<file path="config.mk">
export PLATFORM = sky130hd
export DESIGN_NAME = joint_stall_detector
export DESIGN_NICKNAME = d
export VERILOG_FILES = /design/src/hdl/jsd_pkg.sv /design/src/hdl/joint_stall_detector.sv /design/src/hdl/jsd_ram.sv /design/src/hdl/jsd_eval.sv
export SDC_FILE = /design/constraint.sdc
export NUM_CORES = 1
export LEC_CHECK = 0
export BUFFER_PORTS_ARGS = -buffer_cell sky130_fd_sc_hd__buf_2
export CORE_UTILIZATION = 38
export DETAILED_ROUTE_END_ITERATION = 8
export GPL_TIMING_DRIVEN = 0
export SLEW_MARGIN = 10
export SYNTH_ARGS = -nofsm -noshare
export SYNTH_HDL_FRONTEND = slang
export SYNTH_SLANG_ARGS = --single-unit
</file>
<file path="constraint.sdc">
create_clock -name clk -period 5.44 [get_ports clk]
set_clock_uncertainty 0.2 [all_clocks]
set_input_delay 0.272 -clock clk [delete_from_list [all_inputs] [get_ports clk]]
set_output_delay 0.272 -clock clk [all_outputs]
set_load 0.05 [all_outputs]
</file>
<file path="src/hdl/jsd_pkg.sv">
// jsd_pkg: shared widths, register indexes and the entry update struct
// for the joint stall detector; no dependencies
package jsd_pkg;

  localparam int MAX_JOINTS_DEF = 16;
  localparam int JIDX_W         = 4;
  localparam int POS_W          = 32;
  localparam int EFF_W          = 32;
  localparam int LIMIT_W        = 31;
  localparam int CLASS_W        = 8;
  localparam int CFG_IDX_W      = 2;
  localparam int ENTRY_W        = POS_W + 1;

  localparam logic [CFG_IDX_W-1:0] CFG_POS_EPS        = 2'd0;
  localparam logic [CFG_IDX_W-1:0] CFG_EFF_LIMIT      = 2'd1;
  localparam logic [CFG_IDX_W-1:0] CFG_EVIDENCE_CLASS = 2'd2;

  // per-item outcome of the evaluation logic
  typedef struct packed {
    logic                    in_range;
    logic                    new_high;
    logic signed [POS_W-1:0] new_pos;
    logic                    stall_hit;
  } jsd_upd_t;

endpackage

</file>
<file path="src/hdl/joint_stall_detector.sv">
// joint_stall_detector: one item per cycle while not stalled; entry read in the
// accept cycle, evaluated and written back from the input register, result held
// in an output register. a window_end result passes the input register, then
// the output register when out_stall lets it; throughput is set by the single
// entry ram read/write with forwarding. synchronous active-low reset clears
// control state, stall flag and output registers; entries undefined until written
module joint_stall_detector
  import jsd_pkg::*;
#(
  parameter int MAX_JOINTS = MAX_JOINTS_DEF
) (
  input  logic                    clk,
  input  logic                    rst_n,
  input  logic                    in_valid,
  output logic                    in_stall,
  input  logic [JIDX_W-1:0]       in_joint_index,
  input  logic signed [POS_W-1:0] in_position,
  input  logic signed [EFF_W-1:0] in_effort,
  input  logic                    in_first_sample,
  input  logic                    in_last_sample,
  input  logic                    in_window_end,
  output logic                    out_valid,
  input  logic                    out_stall,
  output logic                    out_stalled,
  output logic [CLASS_W-1:0]      out_evidence_class_res,
  input  logic                    cfg_we,
  input  logic [CFG_IDX_W-1:0]    cfg_index,
  input  logic [LIMIT_W-1:0]      cfg_wdata
);

  localparam int AW = (MAX_JOINTS > 1) ? $clog2(MAX_JOINTS) : 1;

  logic [LIMIT_W-1:0] pos_eps_r;
  logic [LIMIT_W-1:0] eff_bound_r;
  logic [CLASS_W-1:0] ev_class_r;

  logic                    s1_valid_r;
  logic [JIDX_W-1:0]       s1_joint_r;
  logic signed [POS_W-1:0] s1_pos_r;
  logic signed [EFF_W-1:0] s1_eff_r;
  logic                    s1_first_r;
  logic                    s1_last_r;
  logic                    s1_wend_r;
  logic                    byp_sel_r;
  logic [ENTRY_W-1:0]      byp_data_r;
  logic                    stall_found_r;
  logic                    out_valid_r;
  logic                    out_stalled_r;
  logic [CLASS_W-1:0]      out_class_r;

  logic               in_acc;
  logic               s1_fire;
  logic [ENTRY_W-1:0] rd_data;
  logic [ENTRY_W-1:0] cur_entry;
  logic               wr_en;
  logic [ENTRY_W-1:0] wr_data;
  jsd_upd_t           upd;

  // config registers, written only while idle; the user is bound, not enforced
  always_ff @(posedge clk) begin
    if (!rst_n) begin
      pos_eps_r   <= '0;
      eff_bound_r <= '0;
      ev_class_r  <= '0;
    end else if (cfg_we) begin
      unique case (cfg_index)
        CFG_POS_EPS:        pos_eps_r   <= cfg_wdata;
        CFG_EFF_LIMIT:      eff_bound_r <= cfg_wdata;
        CFG_EVIDENCE_CLASS: ev_class_r  <= cfg_wdata[CLASS_W-1:0];
        default: ;
      endcase
    end
  end

  // only a window_end item needs the output register
  assign s1_fire  = s1_valid_r & (~s1_wend_r | ~out_valid_r | ~out_stall);
  assign in_stall = s1_valid_r & ~s1_fire;
  assign in_acc   = in_valid & ~in_stall;

  assign wr_en   = s1_fire & upd.in_range;
  assign wr_data = {upd.new_high, upd.new_pos};

  jsd_ram #(
    .WIDTH(ENTRY_W),
    .DEPTH(MAX_JOINTS)
  ) u_entries (
    .clk  (clk),
    .we   (wr_en),
    .waddr(AW'(s1_joint_r)),
    .wdata(wr_data),
    .re   (in_acc),
    .raddr(AW'(in_joint_index)),
    .rdata(rd_data)
  );

  // the ram read misses a write to the same joint in the accept cycle
  assign cur_entry = byp_sel_r ? byp_data_r : rd_data;

  jsd_eval #(
    .MAX_JOINTS(MAX_JOINTS)
  ) u_eval (
    .joint_index (s1_joint_r),
    .position    (s1_pos_r),
    .effort      (s1_eff_r),
    .first_sample(s1_first_r),
    .last_sample (s1_last_r),
    .old_high    (cur_entry[ENTRY_W-1]),
    .old_pos     (cur_entry[POS_W-1:0]),
    .pos_eps     (pos_eps_r),
    .eff_limit   (eff_bound_r),
    .upd         (upd)
  );

  always_ff @(posedge clk) begin
    if (!rst_n) begin
      s1_valid_r <= 1'b0;
      byp_sel_r  <= 1'b0;
    end else if (in_acc) begin
      s1_valid_r <= 1'b1;
      byp_sel_r  <= wr_en & (s1_joint_r == in_joint_index);
    end else if (s1_fire) begin
      s1_valid_r <= 1'b0;
    end
  end

  always_ff @(posedge clk) begin
    if (in_acc) begin
      s1_joint_r <= in_joint_index;
      s1_pos_r   <= in_position;
      s1_eff_r   <= in_effort;
      s1_first_r <= in_first_sample;
      s1_last_r  <= in_last_sample;
      s1_wend_r  <= in_window_end;
      byp_data_r <= wr_data;
    end
  end

  always_ff @(posedge clk) begin
    if (!rst_n) begin
      stall_found_r <= 1'b0;
    end else if (s1_fire) begin
      stall_found_r <= s1_wend_r ? 1'b0 : (stall_found_r | upd.stall_hit);
    end
  end

  always_ff @(posedge clk) begin
    if (!rst_n) begin
      out_valid_r   <= 1'b0;
      out_stalled_r <= 1'b0;
      out_class_r   <= '0;
    end else if (s1_fire & s1_wend_r) begin
      out_valid_r   <= 1'b1;
      out_stalled_r <= stall_found_r | upd.stall_hit;
      out_class_r   <= ev_class_r;
    end else if (!out_stall) begin
      out_valid_r   <= 1'b0;
    end
  end

  assign out_valid              = out_valid_r;
  assign out_stalled            = out_stalled_r;
  assign out_evidence_class_res = out_class_r;

endmodule

</file>
<file path="src/hdl/jsd_ram.sv">
// jsd_ram: generic single write port, single read port ram with registered read
// no dependencies
module jsd_ram #(
  parameter  int WIDTH = 8,
  parameter  int DEPTH = 16,
  localparam int AW    = (DEPTH > 1) ? $clog2(DEPTH) : 1
) (
  input  logic             clk,
  input  logic             we,
  input  logic [AW-1:0]    waddr,
  input  logic [WIDTH-1:0] wdata,
  input  logic             re,
  input  logic [AW-1:0]    raddr,
  output logic [WIDTH-1:0] rdata
);

  logic [WIDTH-1:0] mem_r [DEPTH];
  logic [WIDTH-1:0] rdata_r;

  always_ff @(posedge clk) begin
    if (we) begin
      mem_r[waddr] <= wdata;
    end
    if (re) begin
      rdata_r <= mem_r[raddr];
    end
  end

  assign rdata = rdata_r;

endmodule

</file>
<file path="src/hdl/jsd_eval.sv">
// jsd_eval: combinational per-item evaluation of one joint entry
// depends on jsd_pkg
module jsd_eval
  import jsd_pkg::*;
#(
  parameter int MAX_JOINTS = MAX_JOINTS_DEF
) (
  input  logic [JIDX_W-1:0]       joint_index,
  input  logic signed [POS_W-1:0] position,
  input  logic signed [EFF_W-1:0] effort,
  input  logic                    first_sample,
  input  logic                    last_sample,
  input  logic                    old_high,
  input  logic signed [POS_W-1:0] old_pos,
  input  logic [LIMIT_W-1:0]      pos_eps,
  input  logic [LIMIT_W-1:0]      eff_limit,
  output jsd_upd_t                upd
);

  localparam logic [8:0] JOINTS_LIM = 9'(MAX_JOINTS);

  logic             in_range;
  logic [EFF_W-1:0] eff_mag;
  logic             eff_low;
  logic             high_now;
  logic [POS_W:0]   diff;
  logic [POS_W:0]   diff_mag;
  logic             unmoved;

  always_comb begin
    in_range = {{(9 - JIDX_W){1'b0}}, joint_index} < JOINTS_LIM;
    // most negative effort gives 2^31, which still fits unsigned
    eff_mag  = effort[EFF_W-1] ? (~effort + 1'b1) : effort;
    eff_low  = eff_mag < {1'b0, eff_limit};
    high_now = (first_sample | old_high) & ~eff_low;
    diff     = {position[POS_W-1], position} - {old_pos[POS_W-1], old_pos};
    diff_mag = diff[POS_W] ? (~diff + 1'b1) : diff;
    unmoved  = diff_mag < {2'b00, pos_eps};

    upd.in_range  = in_range;
    upd.new_high  = high_now;
    upd.new_pos   = first_sample ? position : old_pos;
    upd.stall_hit = in_range & last_sample & ~first_sample & unmoved & high_now;
  end

endmodule

</file>
# --- Yosys cells after proc, flatten, opt, wreduce, memory -nomap -nowiden ---
# Memories as Yosys holds them, arrays and structs flattened. A register that Yosys moved wholly into a read port is not among the register bits.
# Cells that the tools add are included.
totals:
  reg_bits: 187
  mem_bits_rw: 528
  inputBits: 109
  output_inout_bits: 11
  word_cells: 64
  n_memories: 1
mem_list:
  columns: ["memory", "depth", "width", "rd", "rd_ports_with_merged_regs", "write_ports", "line_no", "rtl"]
  rows:
  - ["u_entries.mem_r", 16, 33, 1, 1, 1, "jsd_ram.sv:17", "logic [WIDTH-1:0] mem_r [DEPTH];"]
op_classes:
  add_sub_neg: 3
  n_lt_le_gt_ge: 2
  n_eq_ne: 4
  muxes: 11
  bitwise_logic: 22
  reduce_logical: 5
ops:
  columns: ["operator", "n"]
  rows:
  - ["$mux 33", 2]
  - ["$mux 32", 2]
  - ["$add 33x1->33 const B", 1]
  - ["$lt 33x31->1", 1]
  - ["$not 33->33", 1]
  - ["$sub 32x32->33", 1]
  - ["$add 32x1->32 const B", 1]
  - ["$lt 32x31->1", 1]
  - ["$not 32->32", 1]
  - ["$and 1x1->1", 9]
  - ["$mux 1", 7]
  - ["$not 1->1", 7]
  - ["$reduce_and 2->1", 3]
  - ["$eq 4x4->1", 1]
  - ["$or 1x1->1", 4]
  - ["$eq 2x1->1 const B", 1]
  - ["$eq 2x2->1 const B", 1]
  - ["$logic_not 2->1", 1]
  - ["$ne 2x1->1 const B", 1]
  - ["$reduce_bool 2->1", 1]

# --- Depth between registers and ports, before layout ---
logic_depth:
  word_depth: 10
  ltp_mapped: 26
  mapped_depth_nobuf: 23

# --- Modules after synthesis ---
# From an unflattened synthesis, not the netlist that was laid out.
unflattened:
  hier_cells: 2237
  area_unflattened_um2: 33271.9
by_module_without_submodules:
  columns: ["module", "instances", "cells_per_inst", "area_per_inst_um2", "seq_area_each_um2"]
  rows:
  - ["jsd_ram", 1, 864, 20961.4, 16846.2]
  - ["joint_stall_detector", 1, 509, 6739.0, 4784.6]
  - ["jsd_eval", 1, 864, 5571.6, 0.0]

# --- Worst setup path after synthesis ---
# OpenSTA, ideal clock, no wires.
synth_path:
  path_kind: "register to register"
  start: "register byp_sel_r"
  end: "register stall_found_r"
  setup_time_ns: 0.087
  arrival_time_ns: 5.605
  t_required_ns: 5.153
  slack_ns: -0.452
  stages_incl_launch_ff: 23
  path_buffers: 2
  synth_period_minus_slack_ns: 5.892
  path_cell_list: "dfxtp_1 clkbuf_1 clkbuf_1 mux2i_1 ha_1 nor2b_1 o31a_1 nor2_1 a41oi_1 a2111oi_0 or4b_1 nor4b_1 and2_1 a21oi_1 xnor2_1 ha_1 a21o_1 a21o_1 a21oi_1 nor3b_1 a31o_2 nand3_1 o31ai_1"
synth_via:
  elab_chain_len: 10
  word_cells_on_any_way: 12
  classes_between: "2 x add/sub; 1 x order compare; 3 x mux; 6 x bitwise"
synth_lines:
  columns: ["element", "line_no", "rtl"]
  rows:
  - ["start: declaration", "joint_stall_detector.sv:44", "logic byp_sel_r;"]
  - ["start signal: assignment", "joint_stall_detector.sv:120", "byp_sel_r <= wr_en & (s1_joint_r == in_joint_index);"]
  - ["$mux 33 (*)", "joint_stall_detector.sv:97", "assign cur_entry = byp_sel_r ? byp_data_r : rd_data;"]
  - ["$sub 32x32->33", "jsd_eval.sv:36", "diff = {position[POS_W-1], position} - {old_pos[POS_W-1], old_pos};"]
  - ["$not 33->33", "jsd_eval.sv:37", "diff_mag = diff[POS_W] ? (~diff + 1'b1) : diff;"]
  - ["$add 33x1->33", "jsd_eval.sv:37", null]
  - ["$mux 33", "jsd_eval.sv:37", null]
  - ["$lt 33x31->1", "jsd_eval.sv:38", "unmoved = diff_mag < {2'b00, pos_eps};"]
  - ["$and 1x1->1", "jsd_eval.sv:43", "upd.stall_hit = in_range & last_sample & ~first_sample & unmoved & high_now;"]
  - ["$and 1x1->1 (*)", "jsd_eval.sv:43", null]
  - ["$or 1x1->1 (*)", "joint_stall_detector.sv:142", "stall_found_r <= s1_wend_r ? 1'b0 : (stall_found_r | upd.stall_hit);"]
  - ["$mux 1 (*)", "joint_stall_detector.sv:142", null]
  - ["end signal: assignment", "joint_stall_detector.sv:142", null]
  - ["end: declaration", "joint_stall_detector.sv:46", "logic stall_found_r;"]
# Mark *: on every way between the ends. The rest lies on a longest branch, timed or not.
# A chain may end at the register's enable or synchronous reset.

# --- Worst setup path in the final report ---
layout_path:
  start: "register byp_sel_r"
  end: "register out_stalled_r, in the netlist out_stalled"
layout_via:
  elab_chain_len: 9
  word_cells_on_any_way: 11
  classes_between: "2 x add/sub; 1 x order compare; 2 x mux; 6 x bitwise"
layout_lines:
  columns: ["element", "line_no", "rtl"]
  rows:
  - ["$mux 33 (*)", "joint_stall_detector.sv:97", null]
  - ["$sub 32x32->33", "jsd_eval.sv:36", null]
  - ["$not 33->33", "jsd_eval.sv:37", null]
  - ["$add 33x1->33", "jsd_eval.sv:37", null]
  - ["$mux 33", "jsd_eval.sv:37", null]
  - ["$lt 33x31->1", "jsd_eval.sv:38", null]
  - ["$and 1x1->1", "jsd_eval.sv:43", null]
  - ["$and 1x1->1 (*)", "jsd_eval.sv:43", null]
  - ["$or 1x1->1 (*)", "joint_stall_detector.sv:153", "out_stalled_r <= stall_found_r | upd.stall_hit;"]
  - ["end signal: assignment", "joint_stall_detector.sv:153", null]
  - ["end: declaration", "joint_stall_detector.sv:48", "logic out_stalled_r;"]
# Marks and branches as above.

==> results.tsv <==
stage	metric	value	unit
worst_hold_path	hold_path_depth	5	
power	peakVddDrop	0.256	mV
setup_path	critical_path.max_fanout	9	
setup_path	cp_cell_sequence	clkbuf_16 -> clkbuf_16 -> mux2i_4 -> ha_4 -> buf_4 -> nor4_1 -> mux2i_4 -> a2111oi_4 -> or4b_4 -> nor4b_4 -> and2_4 -> a21oi_2 -> xnor2_1 -> ha_1 -> a21o_1 -> a21o_1 -> a21oi_2 -> nor3b_2 -> a31o_2 -> nand3_4 -> o31ai_1	
outcome	status	finished with violations	
sta	slew_viol_final	0	
global_routing	grt_overflow_total	0	
layout	nFillCells	7270	
setup_path	start_kind	register	
layout	drive_gt1_share	24.9	%
logic_synthesis	syn-mean-instance-area	15.8	sq um
clock_tree	cts-root-buf	clkbuf_16	
placed_design	preCtsSetupSlack	-1.21	ns
placed_design	port-buffer-count	119	
setup_path	arrival	5.98	ns
sta	max_freq	178	MHz
sta	period_needed	5.62	ns
outcome	violations	setup timing	
logic_synthesis	ys_ff_latch	748	
layout	register_area	0.0216	sq mm
setup_path	path_delay_family	simple AND/OR/NAND/NOR gates	
logic_synthesis	synth_xor_area_share	2.16	%
setup_path	path_class	reg2reg	
global_routing	grt_pass1_vias	20100	
detailed_routing	drc_errors	0	
clock_tree	cts.clk_slew.worst_paths	0.06	ns
sta	worst_pin_slew	1.22	ns
setup_path	r2r_end	out_stalled	
sta	rsz0062_at_grt	yes	
clock_tree	cts_sinks	748	
floorplan	io_pins	120	
placed_design	gp_congestion	0.816	
worst_hold_path	holdPathEnd	pos_eps_r[12]	
worst_hold_path	hold_class	in2reg	
floorplan	rows	107	
setup_path	crit_start	byp_sel_r	
logic_synthesis	yosysSeqAreaShare	65.8	%
logic_synthesis	synth_cells	2077	
global_routing	grt_usage	18.8	%
global_routing	grt_max_degree	105	
sta	slew_headroom	16.0	%
flow_run	cap_violations	0	
logic_synthesis	synth_top_cell_area_share	60.7	%
logic_synthesis	synth_area	0.0329	sq mm
logic_synthesis	yosysUniqueCellTypes	74	
detailed_routing	via_count	19400	
logic_synthesis	synthSimpleGateAreaFrac	5.78	%
sta	finalSetupViolCount	2	
sta	finalWorstSetupSlack	-0.185	ns
logic_synthesis	ys_top_cells_by_area	edfxtp_1 61%, mux4_2 11%, dfxtp_1 5.1%	
detailed_routing	vias_per_cell	5.33	
detailed_routing	firstDrtPassIters	5	
setup_path	timing.rr.start	byp_sel_r	
setup_path	rrSetupSlack	-0.18	ns
logic_synthesis	synthFlopType	edfxtp_1	
clock_tree	h-tree-depth	3	
detailed_routing	wire_per_inst	22.5	um
clock_tree	cts_tree	done	
layout	antennaDiodeCount	0	
setup_path	reg2regPathDepth	21	
sta	hold_viol_final	0	
power	powerDensity	338	mW/mm^2
clock_tree	clk_latency	0.66	ns
detailed_routing	ant_nets	0	
logic_synthesis	synth_fa_ha_area_share	3.64	%
floorplan	die_area	0.0877	sq mm
layout	final_cell_mix	665 x edfxtp_1, 180 x nand2_1, 165 x mux4_2	
floorplan	core	0.0854	sq mm
detailed_routing	wirelength	81900	um
setup_path	cp_slowest_stage_delay	0.56	ns
logic_synthesis	yosys_warnings	0	
setup_path	cp_data_required_time	5.80	ns
clock_tree	cts_buffers	81	
power	power_leakage	13.5	nW
logic_synthesis	synth_compound_gate_area_share	6.70	%
global_routing	antenna_found_initial	1	
layout	area_delta_synth_final	22.8	%
setup_path	critPathBufInv	3	
worst_hold_path	min_from	cfg_index[1]	
floorplan	die_y	296	um
detailed_routing	drt_iter0_markers	1429	
logic_synthesis	synth_top_family_by_area	multiplexers	
power	power	13.7	mW
layout	final_nets	2643	
layout	multi_input_area	0.0113	sq mm
logic_synthesis	synth-async-reset-ratio	0	%
floorplan	die_w	296	um
logic_synthesis	synth_edf_count	665	
setup_path	cp-end-kind	register	
setup_path	cp_slowest_cell	or4b_4	
placed_design	hpwl	56100	um
sta	min_period_over_period	103	%
clock_tree	clk_path_buf_depth	3	
logic_synthesis	yosysTopAreaCell	edfxtp_1	
logic_synthesis	synth.net_count	2281	
floorplan	start_util	38.5	%
global_routing	grt_pass1_wl	123000	um
logic_synthesis	muxShareOfSynthArea	13.6	%
layout	mostFrequentLayoutCell	edfxtp_1	
-- sequential cells by signal, summed over array words and instances (netlist names) --
| signal | count |
|---|---|
| byp_data_r | 33 |
| byp_sel_r | 1 |
| eff_bound_r | 31 |
| ev_class_r | 8 |
| out_evidence_class_res | 8 |
| out_stalled | 1 |
| out_valid | 1 |
| pos_eps_r | 31 |
| s1_eff_r | 32 |
| s1_first_r | 1 |
| s1_joint_r | 4 |
| s1_last_r | 1 |
| s1_pos_r | 32 |
| s1_valid_r | 1 |
| s1_wend_r | 1 |
| stall_found_r | 1 |
| u_entries.mem_r | 528 |
| u_entries.rdata | 33 |
-- stage by stage --
stage | TNS, ns | utilization [%] | instance area, sq um | cells | hold WS (ns)
after floorplan | 0 | - | 32900 | 2077 | 0.171
after global placement | -211.23 | 40.9 | 34900 | 3340 | 0.237
after detailed placement | -2.39 | 41.9 | 35800 | 3377 | 0.246
after CTS | -0.447 | 46.8 | 40000 | 3644 | 0.0682
after global routing | -0.731 | 47.3 | 40400 | 3647 | 0.111
final | -0.356 | 47.3 | 40400 | 3647 | 0.111
-- cells by family (layout without fill, tap and decap cells) --
family	after synthesis	count (layout)
compound gates	318	318
fa+ha+maj	95	95
xor+xnor	81	81
mux	240	240
buf+inv	203	629
flops	748	748
simple gates	392	392
-- repair_timing --
item / in CTS / in global routing
hold endpoints to repair: 144 / 0
buffers inserted: 12 / 7
setup endpoints to repair: 18 / 19
cloned: 2 / 0
gates resized for setup: 98 / 57
hold buffers: 109 / 0
pin swaps: 19 / 17
-- routing by layer --
layer / up-vias / global-route usage (%) / share of wire (%)
met5: - / 0 / 0.016
met4: 2 / 5.73 / 2.6
met3: 130 / 3.28 / 6.5
met2: 670 / 31.7 / 49
met1: 9834 / 24.8 / 42
li1: 8801 / - / -
-- worst max-delay path by stage --
stage / endpoint / slack (ns) / depth (start not counted)
final: out_stalled / -0.18 / 21
after global routing: out_stalled / -0.37 / 22
after CTS: out_stalled / -0.24 / 23
after detailed placement: stall_found_r / -1.21 / 23
after global placement: u_entries.mem_r[0][6] / -1.52 / 5
after floorplan: stall_found_r / 0.01 / 22
-- Yosys cell counts, types with 5 or more instances --
cell         n
a31oi_1      5
and3_1       5
nor3b_1      7
and2_1      12
a21oi_1     55
or2_2        7
nor2b_1     14
dfxtp_1     83
nand2b_1    15
clkbuf_1    65
a22o_1       9
nor2_1      52
a21boi_0    67
inv_1      108
nand4_1     14
ha_1        94
mux4_2     165
xor2_1      19
o21bai_1     6
a2111oi_0    5
nand3b_1     6
nor3_1      19
buf_1       24
a211oi_1     9
o21ai_0     54
o21a_1       5
o211ai_1    10
nand3_1     15
xnor2_1     62
nand2_1    184
or3_1       14
edfxtp_1   665
a21o_1      32
nor4_1      10
mux2i_1     72
o31ai_1     22
-- tightest hold or removal path: cells and delay by family --
kind,cells,cell delay (ns)
compound gates,1,0.07
simple gates,2,0.22
buf+inv,2,0.33
-- cell type report --
type                    count  share of cell area [%]
clock inverters            38                   0.911
plain buffers              89                    1.10
inverters                 108                    1.02
multi-input cells        1126                    28.0
clock buffers             109                    5.49
well taps                1144                    3.54
flip-flops and latches    748                    53.6
repair buffers            285                    6.33
-- power breakdown --
group	switching, mW	total, mW	internal [mW]
combinational	1.04	1.85	0.807
sequential	0.0693	6.52	6.45
clock	2.29	5.29	2.99
(Power assumes the default switching activity.)
